[config.mk]
export PLATFORM = sky130hd
export DESIGN_NAME = intel_hex_record_loader_core
export DESIGN_NICKNAME = d
export VERILOG_FILES = /design/src/hw/rtl/ihex_pkg.sv /design/src/hw/rtl/ihex_queue.sv /design/src/hw/rtl/ihex_front.sv /design/src/hw/rtl/ihex_back.sv /design/src/hw/rtl/intel_hex_record_loader_core.sv
export SDC_FILE = /design/constraint.sdc
export NUM_CORES = 1
export LEC_CHECK = 0
export BUFFER_PORTS_ARGS = -buffer_cell sky130_fd_sc_hd__buf_2
export CORE_UTILIZATION = 60
export CTS_BUF_LIST = sky130_fd_sc_hd__clkbuf_16
export CTS_CLUSTER_DIAMETER = 80
export DETAILED_ROUTE_END_ITERATION = 16
export GPL_TIMING_DRIVEN = 0
export PLACE_DENSITY = 0.78
export SLEW_MARGIN = 5
export SYNTH_ARGS = -nofsm -noshare
export SYNTH_HDL_FRONTEND = slang
export SYNTH_SLANG_ARGS = --single-unit
[constraint.sdc]
create_clock -name clk -period 9.67 [get_ports clk]
set_input_delay 1.934 -clock clk [delete_from_list [all_inputs] [get_ports clk]]
set_output_delay 1.934 -clock clk [all_outputs]
set_load 0.01 [all_outputs]
[src/hw/rtl/ihex_pkg.sv]
// Shared types and constants for the Intel HEX record loader.
// Used by the front end, the back end and the top level; depends on nothing.
package ihex_pkg;

  localparam int ADDR_W      = 16;
  localparam int QUEUE_DEPTH = 2;

  localparam logic [7:0] CHAR_COLON   = 8'h3A;
  localparam logic [7:0] CHAR_NEWLINE = 8'h0A;

  localparam logic [7:0] REC_DATA = 8'h00;
  localparam logic [7:0] REC_EOF  = 8'h01;

  localparam logic KIND_WRITE  = 1'b0;
  localparam logic KIND_FINISH = 1'b1;

  localparam logic [1:0] STATUS_OK       = 2'd0;
  localparam logic [1:0] STATUS_NO_BYTES = 2'd1;
  localparam logic [1:0] STATUS_NO_RUN   = 2'd2;

  // Header digit positions: two count digits, four address digits, two type digits.
  localparam logic [2:0] COL_COUNT_LOW = 3'd1;
  localparam logic [2:0] COL_ADDR_END  = 3'd6;
  localparam logic [2:0] COL_LAST      = 3'd7;

  typedef enum logic [1:0] {
    MODE_IDLE,
    MODE_SKIP,
    MODE_HEAD,
    MODE_DATA
  } line_mode_t;

  typedef enum logic [2:0] {
    TOK_HEX,
    TOK_COLON,
    TOK_NEWLINE,
    TOK_OTHER,
    TOK_EOI
  } tok_kind_t;

  typedef struct packed {
    logic [7:0] char_code;
    logic       end_of_input;
  } in_item_t;

  typedef struct packed {
    tok_kind_t  kind;
    logic [3:0] nibble;
  } token_t;

  typedef struct packed {
    logic              result_kind;
    logic [ADDR_W-1:0] write_address;
    logic [7:0]        write_data;
    logic [ADDR_W-1:0] run_address;
    logic [ADDR_W-1:0] end_address;
    logic [1:0]        load_status;
  } out_item_t;

endpackage

[src/hw/rtl/ihex_queue.sv]
// Small first-in first-out queue of any packed item type.
// Takes its default depth from ihex_pkg; used for the token queue and the result queue.
module ihex_queue #(
  parameter int  DEPTH  = ihex_pkg::QUEUE_DEPTH,
  parameter type item_t = logic
) (
  input  logic  clk,
  input  logic  rst,
  input  logic  push,
  output logic  full,
  input  item_t din,
  input  logic  pop,
  output logic  empty,
  output item_t dout
);

  localparam int PTR_W = (DEPTH > 1) ? $clog2(DEPTH) : 1;
  localparam int CNT_W = $clog2(DEPTH + 1);

  item_t            slots [DEPTH];
  logic [PTR_W-1:0] rd_ptr;
  logic [PTR_W-1:0] wr_ptr;
  logic [CNT_W-1:0] count;
  logic             do_push;
  logic             do_pop;

  assign full    = (count == CNT_W'(DEPTH));
  assign empty   = (count == '0);
  assign do_push = push && !full;
  assign do_pop  = pop && !empty;
  assign dout    = slots[rd_ptr];

  always_ff @(posedge clk) begin
    if (do_push) begin
      slots[wr_ptr] <= din;
    end
  end

  always_ff @(posedge clk) begin
    if (rst) begin
      rd_ptr <= '0;
      wr_ptr <= '0;
      count  <= '0;
    end else begin
      if (do_push) begin
        wr_ptr <= (wr_ptr == PTR_W'(DEPTH - 1)) ? '0 : wr_ptr + PTR_W'(1);
      end
      if (do_pop) begin
        rd_ptr <= (rd_ptr == PTR_W'(DEPTH - 1)) ? '0 : rd_ptr + PTR_W'(1);
      end
      unique case ({do_push, do_pop})
        2'b10:   count <= count + CNT_W'(1);
        2'b01:   count <= count - CNT_W'(1);
        default: count <= count;
      endcase
    end
  end

endmodule

[src/hw/rtl/ihex_front.sv]
// Front end: takes characters, classifies them into tokens and queues them.
// Depends on ihex_pkg and ihex_queue.
module ihex_front #(
  parameter int DEPTH = ihex_pkg::QUEUE_DEPTH
) (
  input  logic              clk,
  input  logic              rst,
  input  logic              push,
  output logic              full,
  input  ihex_pkg::in_item_t item,
  input  logic              pop,
  output logic              empty,
  output ihex_pkg::token_t  token
);

  import ihex_pkg::*;

  token_t     tok_in;
  logic [7:0] c;

  assign c = item.char_code;

  always_comb begin
    tok_in.kind   = TOK_OTHER;
    tok_in.nibble = '0;
    priority if (item.end_of_input) begin
      tok_in.kind = TOK_EOI;
    end else if (c == CHAR_NEWLINE) begin
      tok_in.kind = TOK_NEWLINE;
    end else if (c == CHAR_COLON) begin
      tok_in.kind = TOK_COLON;
    end else if (c >= 8'h30 && c <= 8'h39) begin
      tok_in.kind   = TOK_HEX;
      tok_in.nibble = c[3:0];
    end else if ((c >= 8'h41 && c <= 8'h46) || (c >= 8'h61 && c <= 8'h66)) begin
      // Letters A to F in either case: low three bits plus nine give the value.
      tok_in.kind   = TOK_HEX;
      tok_in.nibble = 4'(c[2:0]) + 4'd9;
    end else begin
      tok_in.kind = TOK_OTHER;
    end
  end

  ihex_queue #(
    .DEPTH  (DEPTH),
    .item_t (token_t)
  ) u_tok_queue (
    .clk   (clk),
    .rst   (rst),
    .push  (push),
    .full  (full),
    .din   (tok_in),
    .pop   (pop),
    .empty (empty),
    .dout  (token)
  );

endmodule

[src/hw/rtl/ihex_back.sv]
// Back end: record parser that turns tokens into byte writes and the finish summary.
// Depends on ihex_pkg.
module ihex_back (
  input  logic                clk,
  input  logic                rst,
  input  logic                tok_empty,
  output logic                tok_pop,
  input  ihex_pkg::token_t    token,
  input  logic                res_full,
  output logic                res_push,
  output ihex_pkg::out_item_t result
);

  import ihex_pkg::*;

  line_mode_t        mode, mode_next;
  logic [2:0]        column, column_next;
  logic [3:0]        nibble_hold, nibble_hold_next;
  logic [7:0]        byte_count, byte_count_next;
  logic [ADDR_W-1:0] record_address, record_address_next;
  logic [7:0]        record_kind, record_kind_next;
  logic [7:0]        data_index, data_index_next;
  logic [ADDR_W-1:0] run_start, run_start_next;
  logic [ADDR_W-1:0] highest_end, highest_end_next;
  logic              bytes_seen, bytes_seen_next;
  logic              load_done, load_done_next;
  logic              finish;
  logic              take_end;
  logic [ADDR_W-1:0] end_cand;
  logic              is_hex;

  assign is_hex   = (token.kind == TOK_HEX);
  assign end_cand = record_address + ADDR_W'(byte_count) - ADDR_W'(1);

  always_comb begin
    mode_next           = mode;
    column_next         = column;
    nibble_hold_next    = nibble_hold;
    byte_count_next     = byte_count;
    record_address_next = record_address;
    record_kind_next    = record_kind;
    data_index_next     = data_index;
    run_start_next      = run_start;
    highest_end_next    = highest_end;
    bytes_seen_next     = bytes_seen;
    load_done_next      = load_done;
    finish              = 1'b0;
    take_end            = 1'b0;
    res_push            = 1'b0;
    result              = '0;
    tok_pop             = !tok_empty && !res_full;

    if (tok_pop && !load_done) begin
      priority if (token.kind == TOK_EOI) begin
        finish = 1'b1;
      end else if (token.kind == TOK_NEWLINE) begin
        mode_next   = MODE_IDLE;
        column_next = '0;
      end else begin
        unique case (mode)
          MODE_IDLE: begin
            if (token.kind == TOK_COLON) begin
              mode_next           = MODE_HEAD;
              column_next         = '0;
              byte_count_next     = '0;
              record_address_next = '0;
              record_kind_next    = '0;
              data_index_next     = '0;
              nibble_hold_next    = '0;
            end else begin
              mode_next = MODE_SKIP;
            end
          end
          MODE_SKIP: begin
            mode_next = MODE_SKIP;
          end
          MODE_HEAD: begin
            if (!is_hex) begin
              mode_next = MODE_SKIP;
            end else begin
              if (column <= COL_COUNT_LOW) begin
                byte_count_next = {byte_count[3:0], token.nibble};
                if (column == COL_COUNT_LOW && byte_count_next != '0) begin
                  bytes_seen_next = 1'b1;
                end
              end else if (column < COL_ADDR_END) begin
                record_address_next = {record_address[ADDR_W-5:0], token.nibble};
              end else begin
                record_kind_next = {record_kind[3:0], token.nibble};
              end
              if (column == COL_LAST) begin
                column_next = '0;
                if (record_kind_next == REC_EOF) begin
                  mode_next = MODE_SKIP;
                  finish    = 1'b1;
                end else if (record_kind_next == REC_DATA) begin
                  if (run_start == '0) begin
                    run_start_next = record_address;
                  end
                  if (byte_count == '0) begin
                    take_end  = 1'b1;
                    mode_next = MODE_SKIP;
                  end else begin
                    mode_next       = MODE_DATA;
                    data_index_next = '0;
                  end
                end else begin
                  mode_next = MODE_SKIP;
                end
              end else begin
                column_next = column + 3'd1;
              end
            end
          end
          MODE_DATA: begin
            if (!is_hex) begin
              mode_next = MODE_SKIP;
            end else if (column == '0) begin
              nibble_hold_next = token.nibble;
              column_next      = 3'd1;
            end else begin
              column_next          = '0;
              res_push             = 1'b1;
              result.result_kind   = KIND_WRITE;
              result.write_address = record_address + ADDR_W'(data_index);
              result.write_data    = {nibble_hold, token.nibble};
              data_index_next      = data_index + 8'd1;
              if (data_index_next >= byte_count) begin
                take_end  = 1'b1;
                mode_next = MODE_SKIP;
              end
            end
          end
          default: mode_next = MODE_SKIP;
        endcase
      end
    end

    if (take_end && end_cand > highest_end) begin
      highest_end_next = end_cand;
    end

    if (finish) begin
      res_push           = 1'b1;
      load_done_next     = 1'b1;
      result.result_kind = KIND_FINISH;
      result.end_address = highest_end;
      if (!bytes_seen) begin
        result.load_status = STATUS_NO_BYTES;
      end else if (run_start == '0) begin
        result.load_status = STATUS_NO_RUN;
      end else begin
        result.load_status = STATUS_OK;
        result.run_address = run_start;
      end
    end
  end

  always_ff @(posedge clk) begin
    if (rst) begin
      mode           <= MODE_IDLE;
      column         <= '0;
      nibble_hold    <= '0;
      byte_count     <= '0;
      record_address <= '0;
      record_kind    <= '0;
      data_index     <= '0;
      run_start      <= '0;
      highest_end    <= '0;
      bytes_seen     <= 1'b0;
      load_done      <= 1'b0;
    end else begin
      mode           <= mode_next;
      column         <= column_next;
      nibble_hold    <= nibble_hold_next;
      byte_count     <= byte_count_next;
      record_address <= record_address_next;
      record_kind    <= record_kind_next;
      data_index     <= data_index_next;
      run_start      <= run_start_next;
      highest_end    <= highest_end_next;
      bytes_seen     <= bytes_seen_next;
      load_done      <= load_done_next;
    end
  end

  // Once the summary has gone out the parser must stay finished until reset.
  assert property (@(posedge clk) disable iff (rst) load_done |=> load_done)
    else $error("load_done cleared without reset");

  assert property (@(posedge clk) disable iff (rst) res_push |-> tok_pop && !load_done)
    else $error("result produced without a token transfer");

  assert property (@(posedge clk) disable iff (rst)
      res_push && result.result_kind == KIND_WRITE |-> mode == MODE_DATA)
    else $error("byte write produced outside a data field");

  assert property (@(posedge clk) disable iff (rst)
      res_push && result.result_kind == KIND_FINISH |=> load_done)
    else $error("summary produced without marking the load finished");

endmodule

[src/hw/rtl/intel_hex_record_loader_core.sv]
// Intel HEX record loader: one text character is transferred in per clock cycle while full
// is low, and each data byte of a type 0 record comes out as a byte write, followed by a
// single summary once an EOF record or the end-of-input flag is seen. A character first
// passes through the two-entry token queue behind the classifier. The record parser then
// writes its result straight into the two-entry result queue, from which it is taken. The
// parser's registered state update sets the rate. Stalling the result side fills the
// result queue, then the token queue, and only then raises full.
module intel_hex_record_loader_core #(
  parameter int QUEUE_DEPTH = ihex_pkg::QUEUE_DEPTH
) (
  input  logic                clk,
  input  logic                rst,
  input  logic                push,
  output logic                full,
  input  ihex_pkg::in_item_t  item,
  output logic                empty,
  input  logic                pop,
  output ihex_pkg::out_item_t result
);

  import ihex_pkg::*;

  logic      tok_empty;
  logic      tok_pop;
  token_t    token;
  logic      res_full;
  logic      res_push;
  out_item_t res_in;

  ihex_front #(
    .DEPTH (QUEUE_DEPTH)
  ) u_front (
    .clk   (clk),
    .rst   (rst),
    .push  (push),
    .full  (full),
    .item  (item),
    .pop   (tok_pop),
    .empty (tok_empty),
    .token (token)
  );

  ihex_back u_back (
    .clk       (clk),
    .rst       (rst),
    .tok_empty (tok_empty),
    .tok_pop   (tok_pop),
    .token     (token),
    .res_full  (res_full),
    .res_push  (res_push),
    .result    (res_in)
  );

  ihex_queue #(
    .DEPTH  (QUEUE_DEPTH),
    .item_t (out_item_t)
  ) u_res_queue (
    .clk   (clk),
    .rst   (rst),
    .push  (res_push),
    .full  (res_full),
    .din   (res_in),
    .pop   (pop),
    .empty (empty),
    .dout  (result)
  );

endmodule
==> run metrics <==
Final period util=52.5%; die width=141 um; area of the multi-input gates=5290 sq um; cell taking the most area after synthesis=edfxtp_1; Num Clock Sinks=225; CTS clock-pin slew for the worst setup and hold paths=0.06 ns; fmax=197 MHz; EDFF count, synth=132; FILL cells=approximately 1400; Hold Fails Final Rpt=0; total track usage=a little over a quarter; WP data required=10.04 ns; I/O pins=between 70 and 80; total gr overflow=0; most numerous cell in the Yosys netlist=edfxtp_1; share of the synthesized area in the top cell type=between 30% and 40%; endpoints failing setup=0; Max-Cap Viols=0; Initial Utilization=61.6%; Synth Net Count=approximately 1200; slowest stage delay, CP=0.57 ns; Mean Syn Cell Area=between 10 and 15 sq um; cell count after synthesis=1095; largest cells by area after synthesis=edfxtp_1 34%, dfxtp_1 16%, ha_1 7.7%; area post-placement=around 12000 sq um; WL/cell=17.7 um; largest net degree at the start of global routing=33; vias in the first global route=8256; Synth Area in XOR/XNOR=under 10%; CTS Buf Count=23; Placed Instances=1429; root buffer cell=clkbuf_16; register area share after synthesis=50.2%; RR Startpoint=u_back.record_address[8]$_SDFFE_PP0P_; Final ANT Viol Nets=0; P_leak=between 4 and 5 nW; Core ar.=between 15000 and 20000 sq um; post-DP HPWL=18.6 mm; Reg power frac=45.9%; Hold-fix buffers, CTS=0; global-route wire length before repair=41.5 mm; hold path startpoint=u_back.run_start[5]$_SDFFE_PP0P_; switch share=26.3%; WS Path Type=reg2reg; vias per inst=approximately 5.9; Int Pwr=approximately 1.8 mW; CP top delay family=compound AO/OA/AOI/OAI gates; post-synthesis instance area=between 10000 and 15000 sq um; worst path bufs/invs=4; Max IR drop VDD=about 170 uV; status=finished clean; yosys warns=0; largest family of logic cells by synthesized area=simple AND/OR/NAND/NOR gates; drt pass-1 iters=5; Seq cells post-synth=roughly 230; synth cell count leaders=132 x edfxtp_1, 102 x nor2_1, 93 x dfxtp_1; CTS max path bufs=3; final core occ=69.6%; TNS Setup=0 ns; antenna violations before repair=0; Setup crit start=u_back.record_address[8]$_SDFFE_PP0P_; # nets final=~1300; First DRT Iteration DRCs=595; Slew @ Worst Pin=0.886 ns; Syn-to-layout area delta=12.9%; Cell Chain, Critical Path=clkbuf_1 > inv_1 > ha_1 > clkbuf_1 > a211oi_1 > or2_2 > a41o_1 > a31oi_1 > mux2i_1 > ha_1 > nand4_1 > nor2_1 > a2111oi_0 > nand3_1 > buf_2 > o31ai_1 > a21oi_1; non-filler cells, final=1471; Site Rows=50; post-cts resize count=0; post-synthesis async set-or-reset flop share=0%; clock share of power=37.1%; Synth Area in Compound Gates=12.3%; ANT cells=0; combinational power share=between 15 and 20%; die area=19900 sq um; Cell variety after synth=69; crit path time final=5.07 ns; post-synthesis mux area share=around 8%; Design Power=2.38 mW; fraction of layout cells with a size suffix above 1=16.3%; Critical Path End Type=flip-flop; I/O Buffers=72; Pwr per Cell Area=181 nW/um^2; Die Y=between 100 and 150 um; DR vias=roughly 8600; Clock Skew=0.0129 ns; # Post-CTS Setup Buffers=0; Psw=625 uW; slowest stage cell, crit path=a2111oi_0; GPL Wtd Cong=0.942; final instance area=13100 sq um; Final Slew Violations=0; crit start category=flip-flop; drt drc=0; RSZ-0062 raised after global routing=false; slew margin rel.=40.8%; main flop type after synthesis=edfxtp_1; worst skew pair latency=roughly 0.52 ns; Hold WC Path Type=reg2reg; Worst Path Max Fanout=10; post-synthesis simple-gate area fraction=14.5%; Sequential Area=5830 sq um; Synth Area in Adders=under 10%; htree depth=1; Post-Route WL=26.0 mm; CTS tree=built; Critical Path AT=5.44 ns
## placed cells by master, fill, tap and decap left out, types with 25 or more instances in the layout
master    instances
nand2_1          44
nand2b_1         26
and2_1           28
buf_2            75
edfxtp_1        132
mux2_2           62
nor2_1          101
nand3_1          34
o21ai_0          30
ha_1             71
a21oi_1          86
inv_1            88
clkbuf_1         31
xnor2_1          25
nand4_1          26
dfxtp_1          93
## power by group through the flow
| stage | Sequential, mW | Clock (mW) | Combinational [mW] |
|---|---|---|---|
| floorplan | 1.11 | 0 | 0.280 |
| CTS | 1.09 | 0.891 | 0.404 |
| finish | 1.09 | 0.882 | 0.403 |
| detailed placement | 1.11 | 0 | 0.400 |
| global placement | 1.11 | 0 | 0.391 |
| global route | 1.10 | 0.933 | 0.436 |
## metal layers
metal | track usage, % | wire length (um) | vias to the layer above
li1 | - | - | 4172
met1 | 34.3 | 11300 | 4077
met2 | 44.0 | 12000 | 308
met3 | 4.45 | 1710 | 71
met4 | 10.6 | 986 | 0
met5 | 0 | 0 | -
## worst min-delay path, cell delays in order, from the launching register on
cell and delay (ns):
dfxtp_1 0.31, inv_1 0.06, a21oi_1 0.05
## cells by family after synthesis
group | Yosys count
AND/OR/NAND/NOR | 331
flip-flops | 225
AO/OA/AOI/OAI | 221
buffers and inverters | 127
multiplexers | 82
adder cells (fa/ha/maj) | 73
XOR/XNOR | 36
## per-stage QoR
step	setup WS [ns]	hold slack [ns]
2_1_floorplan	4.81	0.446
3_3_place_gp	2.95	0.464
3_5_place_dp	4.68	0.466
4_1_cts	4.66	0.473
5_1_grt	4.23	0.498
6_report	4.60	0.473
## layout make-up
cell class                      count  share of cell area (%)
Multi-Input combinational cell    743                    40.3
Sequential cell                   225                    44.5
Buffer                             44                    1.52
Timing Repair Buffer               74                    3.06
Tap cell                          260                    2.48
Clock inverter                     19                    1.37
Clock buffer                       23                    4.39
Inverter                           83                    2.38
## flip-flops by register name, indices dropped and copies added, names as in the netlist, named ones only
signal and flops:
u_res_queue.wr_ptr 1, u_back.load_done 1, u_back.data_index 8, u_back.mode 2, u_back.highest_end 16, u_back.record_kind 8, u_res_queue.slots 118, u_back.byte_count 8
u_back.nibble_hold 4, u_back.bytes_seen 1, u_res_queue.rd_ptr 1, u_back.run_start 16, u_res_queue.count 2, u_front.u_tok_queue.slots 14, u_back.column 3, u_front.u_tok_queue.wr_ptr 1
u_front.u_tok_queue.count 2, u_front.u_tok_queue.rd_ptr 1, u_back.record_address 16
## path summary, 6_finish.rpt
check | endpoint | slack (ns) | cells past startpoint
worst min-delay path | u_back.run_start[5]$_SDFFE_PP0P_ | 0.47 | 2
worst min register to register | u_back.run_start[5]$_SDFFE_PP0P_ | 0.47 | 2
worst max register to register | u_back.highest_end[5]$_SDFFE_PP0P_ | 4.60 | 17
worst max-delay path | u_back.highest_end[5]$_SDFFE_PP0P_ | 4.60 | 17
No activity file was read; power rests on OpenSTA's default activity.
